===== src/sv/jsu_pkg.sv =====
// Shared types, codes and helpers for the JSON string unescape unit.
// Used by jsu_decode, json_string_unescape_unit and jsu_checker.
`default_nettype none
package jsu_pkg;

  // Parser phase
  typedef enum logic [1:0] {
    PH_WAIT = 2'd0,
    PH_STR  = 2'd1,
    PH_ESC  = 2'd2,
    PH_HEX  = 2'd3
  } phase_t;

  // Result kind codes as they appear on the kind port
  localparam logic [1:0] KIND_DATA = 2'd0;
  localparam logic [1:0] KIND_DONE = 2'd1;
  localparam logic [1:0] KIND_ERR  = 2'd2;

  // Character codes
  localparam logic [7:0] CH_QUOTE = 8'h22;
  localparam logic [7:0] CH_BSLASH = 8'h5C;
  localparam logic [7:0] CH_SLASH = 8'h2F;
  localparam logic [7:0] CH_LOW_B = 8'h62;
  localparam logic [7:0] CH_LOW_F = 8'h66;
  localparam logic [7:0] CH_LOW_N = 8'h6E;
  localparam logic [7:0] CH_LOW_R = 8'h72;
  localparam logic [7:0] CH_LOW_T = 8'h74;
  localparam logic [7:0] CH_LOW_U = 8'h75;
  localparam logic [7:0] CH_SPACE = 8'h20;
  localparam logic [7:0] BS_CODE = 8'h08;
  localparam logic [7:0] FF_CODE = 8'h0C;
  localparam logic [7:0] LF_CODE = 8'h0A;
  localparam logic [7:0] CR_CODE = 8'h0D;
  localparam logic [7:0] TAB_CODE = 8'h09;

  // Parser state carried between items
  typedef struct packed {
    phase_t      phase;
    logic [1:0]  hex_count;
    logic [15:0] code_unit;
  } jsu_state_t;

  // Results caused by one item: cnt of 0..3, all of one kind
  typedef struct packed {
    logic [1:0]      cnt;
    logic [1:0]      kind;
    logic [2:0][7:0] bytes;
  } jsu_result_t;

  // Hex digit decode
  typedef struct packed {
    logic       ok;
    logic [3:0] val;
  } hex_digit_t;

  function automatic hex_digit_t hex_decode(input logic [7:0] c);
    hex_digit_t h;
    h.ok  = 1'b1;
    h.val = 4'd0;
    if (c >= 8'h30 && c <= 8'h39) begin
      h.val = 4'(c - 8'h30);
    end else if (c >= 8'h61 && c <= 8'h66) begin
      h.val = 4'(c - 8'h57);
    end else if (c >= 8'h41 && c <= 8'h46) begin
      h.val = 4'(c - 8'h37);
    end else begin
      h.ok = 1'b0;
    end
    return h;
  endfunction

endpackage
`default_nettype wire


===== src/sv/jsu_decode.sv =====
// Combinational decode of one input item against the parser state.
// Depends on jsu_pkg for state, result and code definitions.
`default_nettype none
module jsu_decode
  import jsu_pkg::*;
(
  input  wire jsu_state_t  state,
  input  wire logic [7:0]  in_byte,
  input  wire logic        end_of_input,
  output jsu_state_t       state_next,
  output jsu_result_t      result
);

  hex_digit_t  hd;
  logic [15:0] cu;

  assign hd = hex_decode(in_byte);
  assign cu = {state.code_unit[11:0], hd.val};

  always_comb begin
    state_next   = state;
    result.cnt   = 2'd0;
    result.kind  = KIND_DATA;
    result.bytes = '0;

    case (state.phase)
      // Inside the string body
      PH_STR: begin
        if (end_of_input || in_byte < CH_SPACE) begin
          state_next.phase     = PH_WAIT;
          state_next.hex_count = 2'd0;
          result.cnt           = 2'd1;
          result.kind          = KIND_ERR;
        end else if (in_byte == CH_QUOTE) begin
          state_next.phase = PH_WAIT;
          result.cnt       = 2'd1;
          result.kind      = KIND_DONE;
        end else if (in_byte == CH_BSLASH) begin
          state_next.phase = PH_ESC;
        end else begin
          result.cnt      = 2'd1;
          result.bytes[0] = in_byte;
        end
      end

      // Byte after a backslash
      PH_ESC: begin
        result.cnt = 2'd1;
        state_next.phase = PH_STR;
        case (in_byte)
          CH_QUOTE:  result.bytes[0] = CH_QUOTE;
          CH_BSLASH: result.bytes[0] = CH_BSLASH;
          CH_SLASH:  result.bytes[0] = CH_SLASH;
          CH_LOW_B:  result.bytes[0] = BS_CODE;
          CH_LOW_F:  result.bytes[0] = FF_CODE;
          CH_LOW_N:  result.bytes[0] = LF_CODE;
          CH_LOW_R:  result.bytes[0] = CR_CODE;
          CH_LOW_T:  result.bytes[0] = TAB_CODE;
          CH_LOW_U: begin
            result.cnt           = 2'd0;
            state_next.phase     = PH_HEX;
            state_next.hex_count = 2'd0;
            state_next.code_unit = 16'd0;
          end
          default: begin
            state_next.phase     = PH_WAIT;
            state_next.hex_count = 2'd0;
            result.kind          = KIND_ERR;
          end
        endcase
        // End of input overrides whatever the byte looked like
        if (end_of_input) begin
          state_next           = state;
          state_next.phase     = PH_WAIT;
          state_next.hex_count = 2'd0;
          result.cnt           = 2'd1;
          result.kind          = KIND_ERR;
          result.bytes         = '0;
        end
      end

      // Gather four hex digits, then encode as UTF-8
      PH_HEX: begin
        if (end_of_input || !hd.ok) begin
          state_next.phase     = PH_WAIT;
          state_next.hex_count = 2'd0;
          result.cnt           = 2'd1;
          result.kind          = KIND_ERR;
        end else begin
          state_next.code_unit = cu;
          if (state.hex_count == 2'd3) begin
            state_next.hex_count = 2'd0;
            state_next.phase     = PH_STR;
            if (cu[15:7] == 9'd0) begin
              result.cnt      = 2'd1;
              result.bytes[0] = cu[7:0];
            end else if (cu[15:11] == 5'd0) begin
              result.cnt      = 2'd2;
              result.bytes[0] = {3'b110, cu[10:6]};
              result.bytes[1] = {2'b10, cu[5:0]};
            end else begin
              result.cnt      = 2'd3;
              result.bytes[0] = {4'b1110, cu[15:12]};
              result.bytes[1] = {2'b10, cu[11:6]};
              result.bytes[2] = {2'b10, cu[5:0]};
            end
          end else begin
            state_next.hex_count = state.hex_count + 2'd1;
          end
        end
      end

      // Waiting for the opening quote
      default: begin
        if (!end_of_input && in_byte == CH_QUOTE) begin
          state_next.phase     = PH_STR;
          state_next.hex_count = 2'd0;
        end else begin
          state_next.phase     = PH_WAIT;
          state_next.hex_count = 2'd0;
          result.cnt           = 2'd1;
          result.kind          = KIND_ERR;
        end
      end
    endcase
  end

endmodule
`default_nettype wire


===== src/sv/json_string_unescape_unit.sv =====
// JSON string unescape unit: input register, decode, result group register.
// Depends on jsu_pkg and jsu_decode.
//
// Usage: send a quoted JSON string one byte per item on the input channel
// (in_valid, in_stall, in_byte, end_of_input), opening quote first. Each
// result item on the output channel (out_valid, out_stall, out_byte, kind,
// last) is a decoded byte (kind 0), string complete (kind 1) or syntax error
// (kind 2); last marks the final result of one input item.
// Path: an item is registered at the input and decoded combinationally;
// its first result enters the group register when the item advances and
// shows on the ports straight from that register.
// Throughput: one item per cycle while the receiver does not stall and each
// item gives at most one result; an item whose \uXXXX escape expands to two
// or three UTF-8 bytes holds the group register until all its bytes are
// taken, since the output port moves one result per cycle. Items that give
// no result never wait on the output side.
// Reset clears the parser to waiting for an opening quote and empties both
// registers. When the receiver stalls, the current result holds; the input
// register keeps taking items until it is full and its decoded results
// cannot enter the group register.
`default_nettype none
module json_string_unescape_unit
  import jsu_pkg::*;
(
  input  wire logic       clk,
  input  wire logic       rst,
  input  wire logic       in_valid,
  output logic            in_stall,
  input  wire logic [7:0] in_byte,
  input  wire logic       end_of_input,
  output logic            out_valid,
  input  wire logic       out_stall,
  output logic [7:0]      out_byte,
  output logic [1:0]      kind,
  output logic            last
);

  // Input register
  logic       iv;
  logic [7:0] ib;
  logic       ie;

  // Parser state
  jsu_state_t  state;
  jsu_state_t  state_next;
  jsu_result_t res;

  // Result group register
  logic            g_valid;
  logic [1:0]      g_cnt;
  logic [1:0]      g_idx;
  logic [1:0]      g_kind;
  logic [2:0][7:0] g_bytes;

  logic g_last;
  logic out_take;
  logic g_free;
  logic advance;

  jsu_decode u_decode (
    .state        (state),
    .in_byte      (ib),
    .end_of_input (ie),
    .state_next   (state_next),
    .result       (res)
  );

  assign g_last   = (g_idx == g_cnt - 2'd1);
  assign out_take = g_valid && !out_stall;
  assign g_free   = !g_valid || (out_take && g_last);
  assign advance  = iv && ((res.cnt == 2'd0) || g_free);
  assign in_stall = iv && !advance;

  assign out_valid = g_valid;
  assign out_byte  = g_bytes[g_idx];
  assign kind      = g_kind;
  assign last      = g_last;

  // Load the input register whenever it is empty or moving on
  always_ff @(posedge clk) begin
    if (rst) begin
      iv <= 1'b0;
    end else if (!in_stall) begin
      iv <= in_valid;
    end
  end

  always_ff @(posedge clk) begin
    if (!in_stall) begin
      ib <= in_byte;
      ie <= end_of_input;
    end
  end

  // Advance the parser when the registered item is consumed
  always_ff @(posedge clk) begin
    if (rst) begin
      state.phase     <= PH_WAIT;
      state.hex_count <= 2'd0;
      state.code_unit <= 16'd0;
    end else if (advance) begin
      state <= state_next;
    end
  end

  // Fill, step through and drain the result group
  always_ff @(posedge clk) begin
    if (rst) begin
      g_valid <= 1'b0;
      g_idx   <= 2'd0;
    end else if (advance && res.cnt != 2'd0) begin
      g_valid <= 1'b1;
      g_idx   <= 2'd0;
    end else if (out_take && g_last) begin
      g_valid <= 1'b0;
      g_idx   <= 2'd0;
    end else if (out_take) begin
      g_idx <= g_idx + 2'd1;
    end
  end

  always_ff @(posedge clk) begin
    if (advance && res.cnt != 2'd0) begin
      g_cnt   <= res.cnt;
      g_kind  <= res.kind;
      g_bytes <= res.bytes;
    end
  end

endmodule
`default_nettype wire


===== config.mk =====
export PLATFORM = sky130hd
export DESIGN_NAME = json_string_unescape_unit
export DESIGN_NICKNAME = d
export VERILOG_FILES = /design/src/sv/jsu_pkg.sv /design/src/sv/jsu_decode.sv /design/src/sv/json_string_unescape_unit.sv
export SDC_FILE = /design/constraint.sdc
export NUM_CORES = 1
export LEC_CHECK = 0
export BUFFER_PORTS_ARGS = -buffer_cell sky130_fd_sc_hd__buf_2
export CAP_MARGIN = 20
export CORE_MARGIN = 2
export CORE_UTILIZATION = 45
export DETAILED_ROUTE_END_ITERATION = 10
export PLACE_DENSITY = 0.63
export SYNTH_ARGS = -nofsm -noshare
export SYNTH_HDL_FRONTEND = slang
export SYNTH_SLANG_ARGS = --single-unit

===== constraint.sdc =====
create_clock -name clk -period 3.6 [get_ports clk]
set_input_delay 0.54 -clock clk [delete_from_list [all_inputs] [get_ports clk]]
set_output_delay 0.54 -clock clk [all_outputs]
set_load 0.01 [all_outputs]

# Word level (Yosys, flattened, before mapping)
# Index checks and enable logic that the tools add are counted.
dict set report totals {
  regBits 57
  wordCells 128
}
dict set report op_classes {
  mux 50
  eq_ne 21
  n_addsub 6
  n_lt_le_gt_ge 8
  n_reduce_logical 30
}
# cell n
set ops {}
lappend ops {{$eq A8 B7 Y1 const B} 7}
lappend ops {{$pmux W7 S8} 1}
lappend ops {{$mux W24} 2}
lappend ops {{$mux W8} 6}
lappend ops {{$mux W16} 2}
lappend ops {{$pmux W16 S2} 1}
lappend ops {{$mux W28} 1}
lappend ops {{$mux W2} 12}
lappend ops {{$pmux W12 S2} 1}
lappend ops {{$pmux W4 S3} 2}
lappend ops {{$pmux W8 S3} 1}
lappend ops {{$mux W20} 1}
lappend ops {{$mux W4} 5}
lappend ops {{$bmux W8 S2} 1}
lappend ops {{$eq A8 B6 Y1 const B} 2}
lappend ops {{$ge A8 B7 Y1 const B} 2}
lappend ops {{$le A8 B7 Y1 const B} 2}
lappend ops {{$mux W14} 1}
lappend ops {{$mux W12} 1}
lappend ops {{$logic_and A1 B1 Y1} 9}
lappend ops {{$logic_not A9 Y1} 1}
lappend ops {{$mux W1} 9}
lappend ops {{$reduce_or A9 Y1} 1}
lappend ops {{$ge A8 B6 Y1 const B} 1}
lappend ops {{26 further kinds} 43}

# Longest topological paths before layout
dict set report logic_depth {
  word_depth 14
  ltp_mapped 10
  mapped_depth_nobuf 9
}

# Cells and area by module
# A second synthesis with hierarchy kept.
dict set report hier_totals {
  cells_unflattened 377
  area_unflattened_um2 3777.4
}
# mod seq_area_each_um2 n_inst area_per_inst_um2 cells_per_inst
set by_module_without_submodules {}
lappend by_module_without_submodules {json_string_unescape_unit 1591.5 1 2426.1 184}
lappend by_module_without_submodules {jsu_decode 0.0 1 1351.3 193}

# Worst setup path after synthesis
# No wires, ideal clock.
dict set report synth_path {
  path_kind {reg-to-reg}
  from {register ib[7]}
  to {register g_bytes[0] (netlist bit), enable pin}
  path_stages_with_launch 7
  slack_ps 248
  arrival_ps 2941
  required_time_ps 3190
  path_cell_list {edfxtp_1 > or4b_4 > nor3_2 > o21ai_2 > inv_2 > o31ai_1 > nor2_1}
}
# item line
set synth_lines {}
lappend synth_lines {{start: declaration} json_string_unescape_unit.sv:40} ;# logic [7:0] ib;
lappend synth_lines {{start signal: assignment} json_string_unescape_unit.sv:90} ;# ib <= in_byte;
lappend synth_lines {{end signal: assignment} json_string_unescape_unit.sv:126} ;# g_bytes <= res.bytes;
lappend synth_lines {{end: declaration} json_string_unescape_unit.sv:53} ;# logic [2:0][7:0] g_bytes;

# Final worst setup path
dict set report layout_path {
  from {register ib[7]}
  to {output port in_stall}
}
dict set report layout_between {
  elab_chain_cells 14
  word_cells_on_any_way 33
}
# item line
set layout_rtl {}
lappend layout_rtl {{$ge A8 B7 Y1 / $le A8 B7 Y1 (equally long branches)} jsu_pkg.sv:64} ;# end else if (c >= 8'h41 && c <= 8'h46) begin
lappend layout_rtl {{$logic_and A1 B1 Y1} jsu_pkg.sv:64}
lappend layout_rtl {{$mux W1} jsu_pkg.sv:64}
lappend layout_rtl {{$mux W1} jsu_pkg.sv:62} ;# end else if (c >= 8'h61 && c <= 8'h66) begin
lappend layout_rtl {{$mux W1} jsu_pkg.sv:60} ;# if (c >= 8'h30 && c <= 8'h39) begin
lappend layout_rtl {{$logic_not A1 Y1} jsu_decode.sv:84} ;# if (end_of_input || !hd.ok) begin
lappend layout_rtl {{$logic_or A1 B1 Y1} jsu_decode.sv:84}
lappend layout_rtl {{$mux W2} jsu_decode.sv:84}
lappend layout_rtl {{$pmux W4 S3 (*)} jsu_decode.sv:26} ;# case (state.phase)
lappend layout_rtl {{$logic_not A2 Y1 (*)} json_string_unescape_unit.sv:71} ;# assign advance = iv && ((res.cnt == 2'd0) || g_free);
lappend layout_rtl {{$logic_or A1 B1 Y1 (*)} json_string_unescape_unit.sv:71}
lappend layout_rtl {{$logic_and A1 B1 Y1 (*)} json_string_unescape_unit.sv:71}
lappend layout_rtl {{$logic_not A1 Y1 (*)} json_string_unescape_unit.sv:72} ;# assign in_stall = iv && !advance;
lappend layout_rtl {{$logic_and A1 B1 Y1 (*)} json_string_unescape_unit.sv:72}
lappend layout_rtl {{end: declaration} json_string_unescape_unit.sv:28} ;# output logic in_stall,
# Every way passes the cells marked *; elsewhere a longest branch is shown, timed or not.

==> out/summary.txt <==
CTS Buffer Depth -> 2
clock transition at the registers of the reported paths -> 0.10 ns
Clock Latency Late Sink -> 0.32 ns
Period Utilization, post-route -> 93.3%
hold buffer count at CTS -> 0
initial antenna violation count -> 0
status -> finished, final reports clean
flops & latches, synth -> 55
kind of critical path -> reg2out
CTS Buf Count -> 5
Setup crit start kind -> flop
via/cell ratio -> 6.02
row cnt -> 30
FMAX -> 298 MHz
Final Instance Area -> 3420 um^2
Largest stage delay, worst path -> 0.61 ns
I/O Buffers -> 25
Leak -> 1.23 nW
Slew headroom -> 46.0%
# IOs -> 26
die width -> 86.6 um
Netlist Area Pre-Place -> 3070 um^2
hold wc startpoint -> in_byte[0]
max_cap viols -> 0
Arr. time, crit path -> 2.82 ns
Die Area -> 7500 um^2
H-tree Lvls -> 2
area post-placement -> 3300 um^2
Sequential Area -> 1450 um^2
post-synthesis sequential area ratio -> 47.3%
first-pass detailed-route iteration total -> 5
CP max FO -> 11
vias in the first global route -> 2,386
Async S/R FF share, synth -> 0%
drt wl/cell -> 17.4 um
Residual DRC -> 0
final worst slack -> 0.240 ns
total gr overflow -> 0
CP delay by family, top -> simple AND/OR/NAND/NOR gates
most frequent cells in the layout -> 35 x nor2_1, 35 x edfxtp_1, 26 x o21ai_0, 25 x buf_2, 24 x nand2_1
Pwr Density -> 351 nW/um^2
CP cell instances -> or4b_4 > nor4_1 > nor4_2 > o31ai_1 > or2_4 > inv_1 > buf_2
Tmin final -> 3.36 ns
largest net degree at the start of global routing -> 25
EDFF count, synth -> 35
Slew Viols, Final -> 0
Area growth syn-to-layout -> 11.3%
r2r endpoint -> state[19]
number of diodes -> 0
Buf/Inv on CP -> 2
Reg2Reg Setup Slack -> 0.57 ns
hold slack -> 0.389 ns
reg-to-reg startpoint -> ib[7]
DRT antenna net count -> 0
Die Ht -> 86.6 um
required time of the critical path -> 3.06 ns
FILL cells -> 638
CTS tree -> done
worst hold endpoint -> ib[0]
Final TNS setup -> 0 ns
# setup viols final -> 0
clk_skew -> 0.0103 ns
Critical Path Sink Type -> output port
R2R depth -> 6
gr usage total -> 21.0%
layout net count -> 368
CTS sink cnt -> 55
synthesis warning total -> 0
Initial Util -> 46.0%
Hold WC Path Type -> in2reg
synthesized area per cell -> 9.51 um^2
first-pass GRT wire length -> 12.2 mm
synth unique cells -> 59
layout cells sized above 1 -> 15.4%
slowest CP cell -> or4b_4
worst-margin pin slew -> 0.807 ns
Post-Syn Instances -> 323
Multi-input gate area -> 1550 um^2
worst hold path depth -> 1
Top FF cell, synth -> edfxtp_1
1st-iter DRT viols -> 269
Max VDD drop -> 0.197 mV
Synth Net Count -> 341
core area -> 6680 um^2
Final Hold Fails -> 0
drt total wl -> 7.49 mm
via count -> 2,594
dpl hpwl -> 5.59 mm
pre-CTS setup slack -> 0.425 ns
clk root buf -> clkbuf_8
routability cong. -> 0.893
kinds of logic after synthesis:
family	share of synthesized area, %
AO/OA/AOI/OAI	19.1
multiplexers	3.95
flip-flops	47.3
XOR/XNOR	0.285
buffers and inverters	3.18
adder cells (fa/ha/maj)	2.04
AND/OR/NAND/NOR	24.2
state kept, by name (all words and copies together) (netlist names):
signal	count
ib	8
iv	1
kind	2
g_bytes	22
g_idx	2
out_valid	1
g_cnt	2
state	16
ie	1
through the flow:
step,total power (W),utilization [%],instances
floorplan,0.000808,-,323
global placement,0.000850,49.4,423
detailed placement,0.000851,49.4,423
CTS,0.00121,50.8,431
global route,0.00125,51.2,431
finish,0.00120,51.2,431
how the worst max path moves through the flow:
| stage | from | endpoint | slack [ns] | cells after the start |
|---|---|---|---|---|
| floorplan | ib[7] | g_bytes[0] | 0.25 | 6 |
| global placement | ib[7] | in_stall | 0.53 | 8 |
| finish | ib[7] | in_stall | 0.24 | 7 |
| detailed placement | ib[7] | in_stall | 0.43 | 8 |
| CTS | ib[7] | in_stall | 0.07 | 8 |
| global route | ib[0] | in_stall | -0.01 | 10 |
power breakdown:
group	internal, W	switching [W]
combinational	0.0000489	0.0000714
sequential	0.000696	0.0000228
clock	0.000143	0.000216
Yosys cell counts (2+ instances only):
master | number | area [um^2]
o21ai_0 | 26 | 130
and3_1 | 5 | 31.3
clkbuf_1 | 10 | 37.5
a211oi_1 | 4 | 30.0
a311oi_1 | 2 | 17.5
nand3b_1 | 4 | 30.0
or2_2 | 2 | 12.5
o31a_1 | 2 | 17.5
or2b_1 | 2 | 15.0
nand2b_1 | 7 | 43.8
o31ai_1 | 6 | 45.0
edfxtp_1 | 35 | 1050
mux2i_1 | 11 | 110
nand2_1 | 24 | 90.1
nor2b_1 | 5 | 31.3
and2_1 | 6 | 37.5
or4b_4 | 2 | 27.5
nor3b_1 | 2 | 15.0
o211ai_1 | 2 | 15.0
a22o_1 | 8 | 70.1
o21a_1 | 3 | 22.5
nand3_1 | 6 | 30.0
nand4b_1 | 2 | 17.5
nor3_1 | 12 | 60.1
nor4_1 | 8 | 50.1
a31oi_1 | 3 | 18.8
ha_1 | 5 | 62.6
inv_1 | 10 | 37.5
a21oi_1 | 19 | 95.1
o22ai_1 | 2 | 12.5
or4_1 | 6 | 45.0
dfxtp_1 | 20 | 400
nor2_1 | 36 | 135
final cells by class:
cell class              count  area share (%)
multi-input cells         244            45.3
flip-flops and latches     55            42.5
repair buffers             32            5.20
well taps                  80            2.93
clock buffers               5            2.01
inverters                  12            1.32
clock inverters             3           0.805
per-layer routing:
layer  track usage [%]  routed length, um  up-vias
met5                 0                  0        -
met4              7.67                184        0
met3              3.33                463       17
met2              33.6               3440      106
met1              28.7               3400     1204
li1                  -                  -     1267
repair_timing:
item | CTS | global route
endpoints found under the setup margin | 0 | 1
buffers inserted | 0 | 0
gates resized for setup | 0 | 4
No activity file was read; power rests on OpenSTA's default activity.
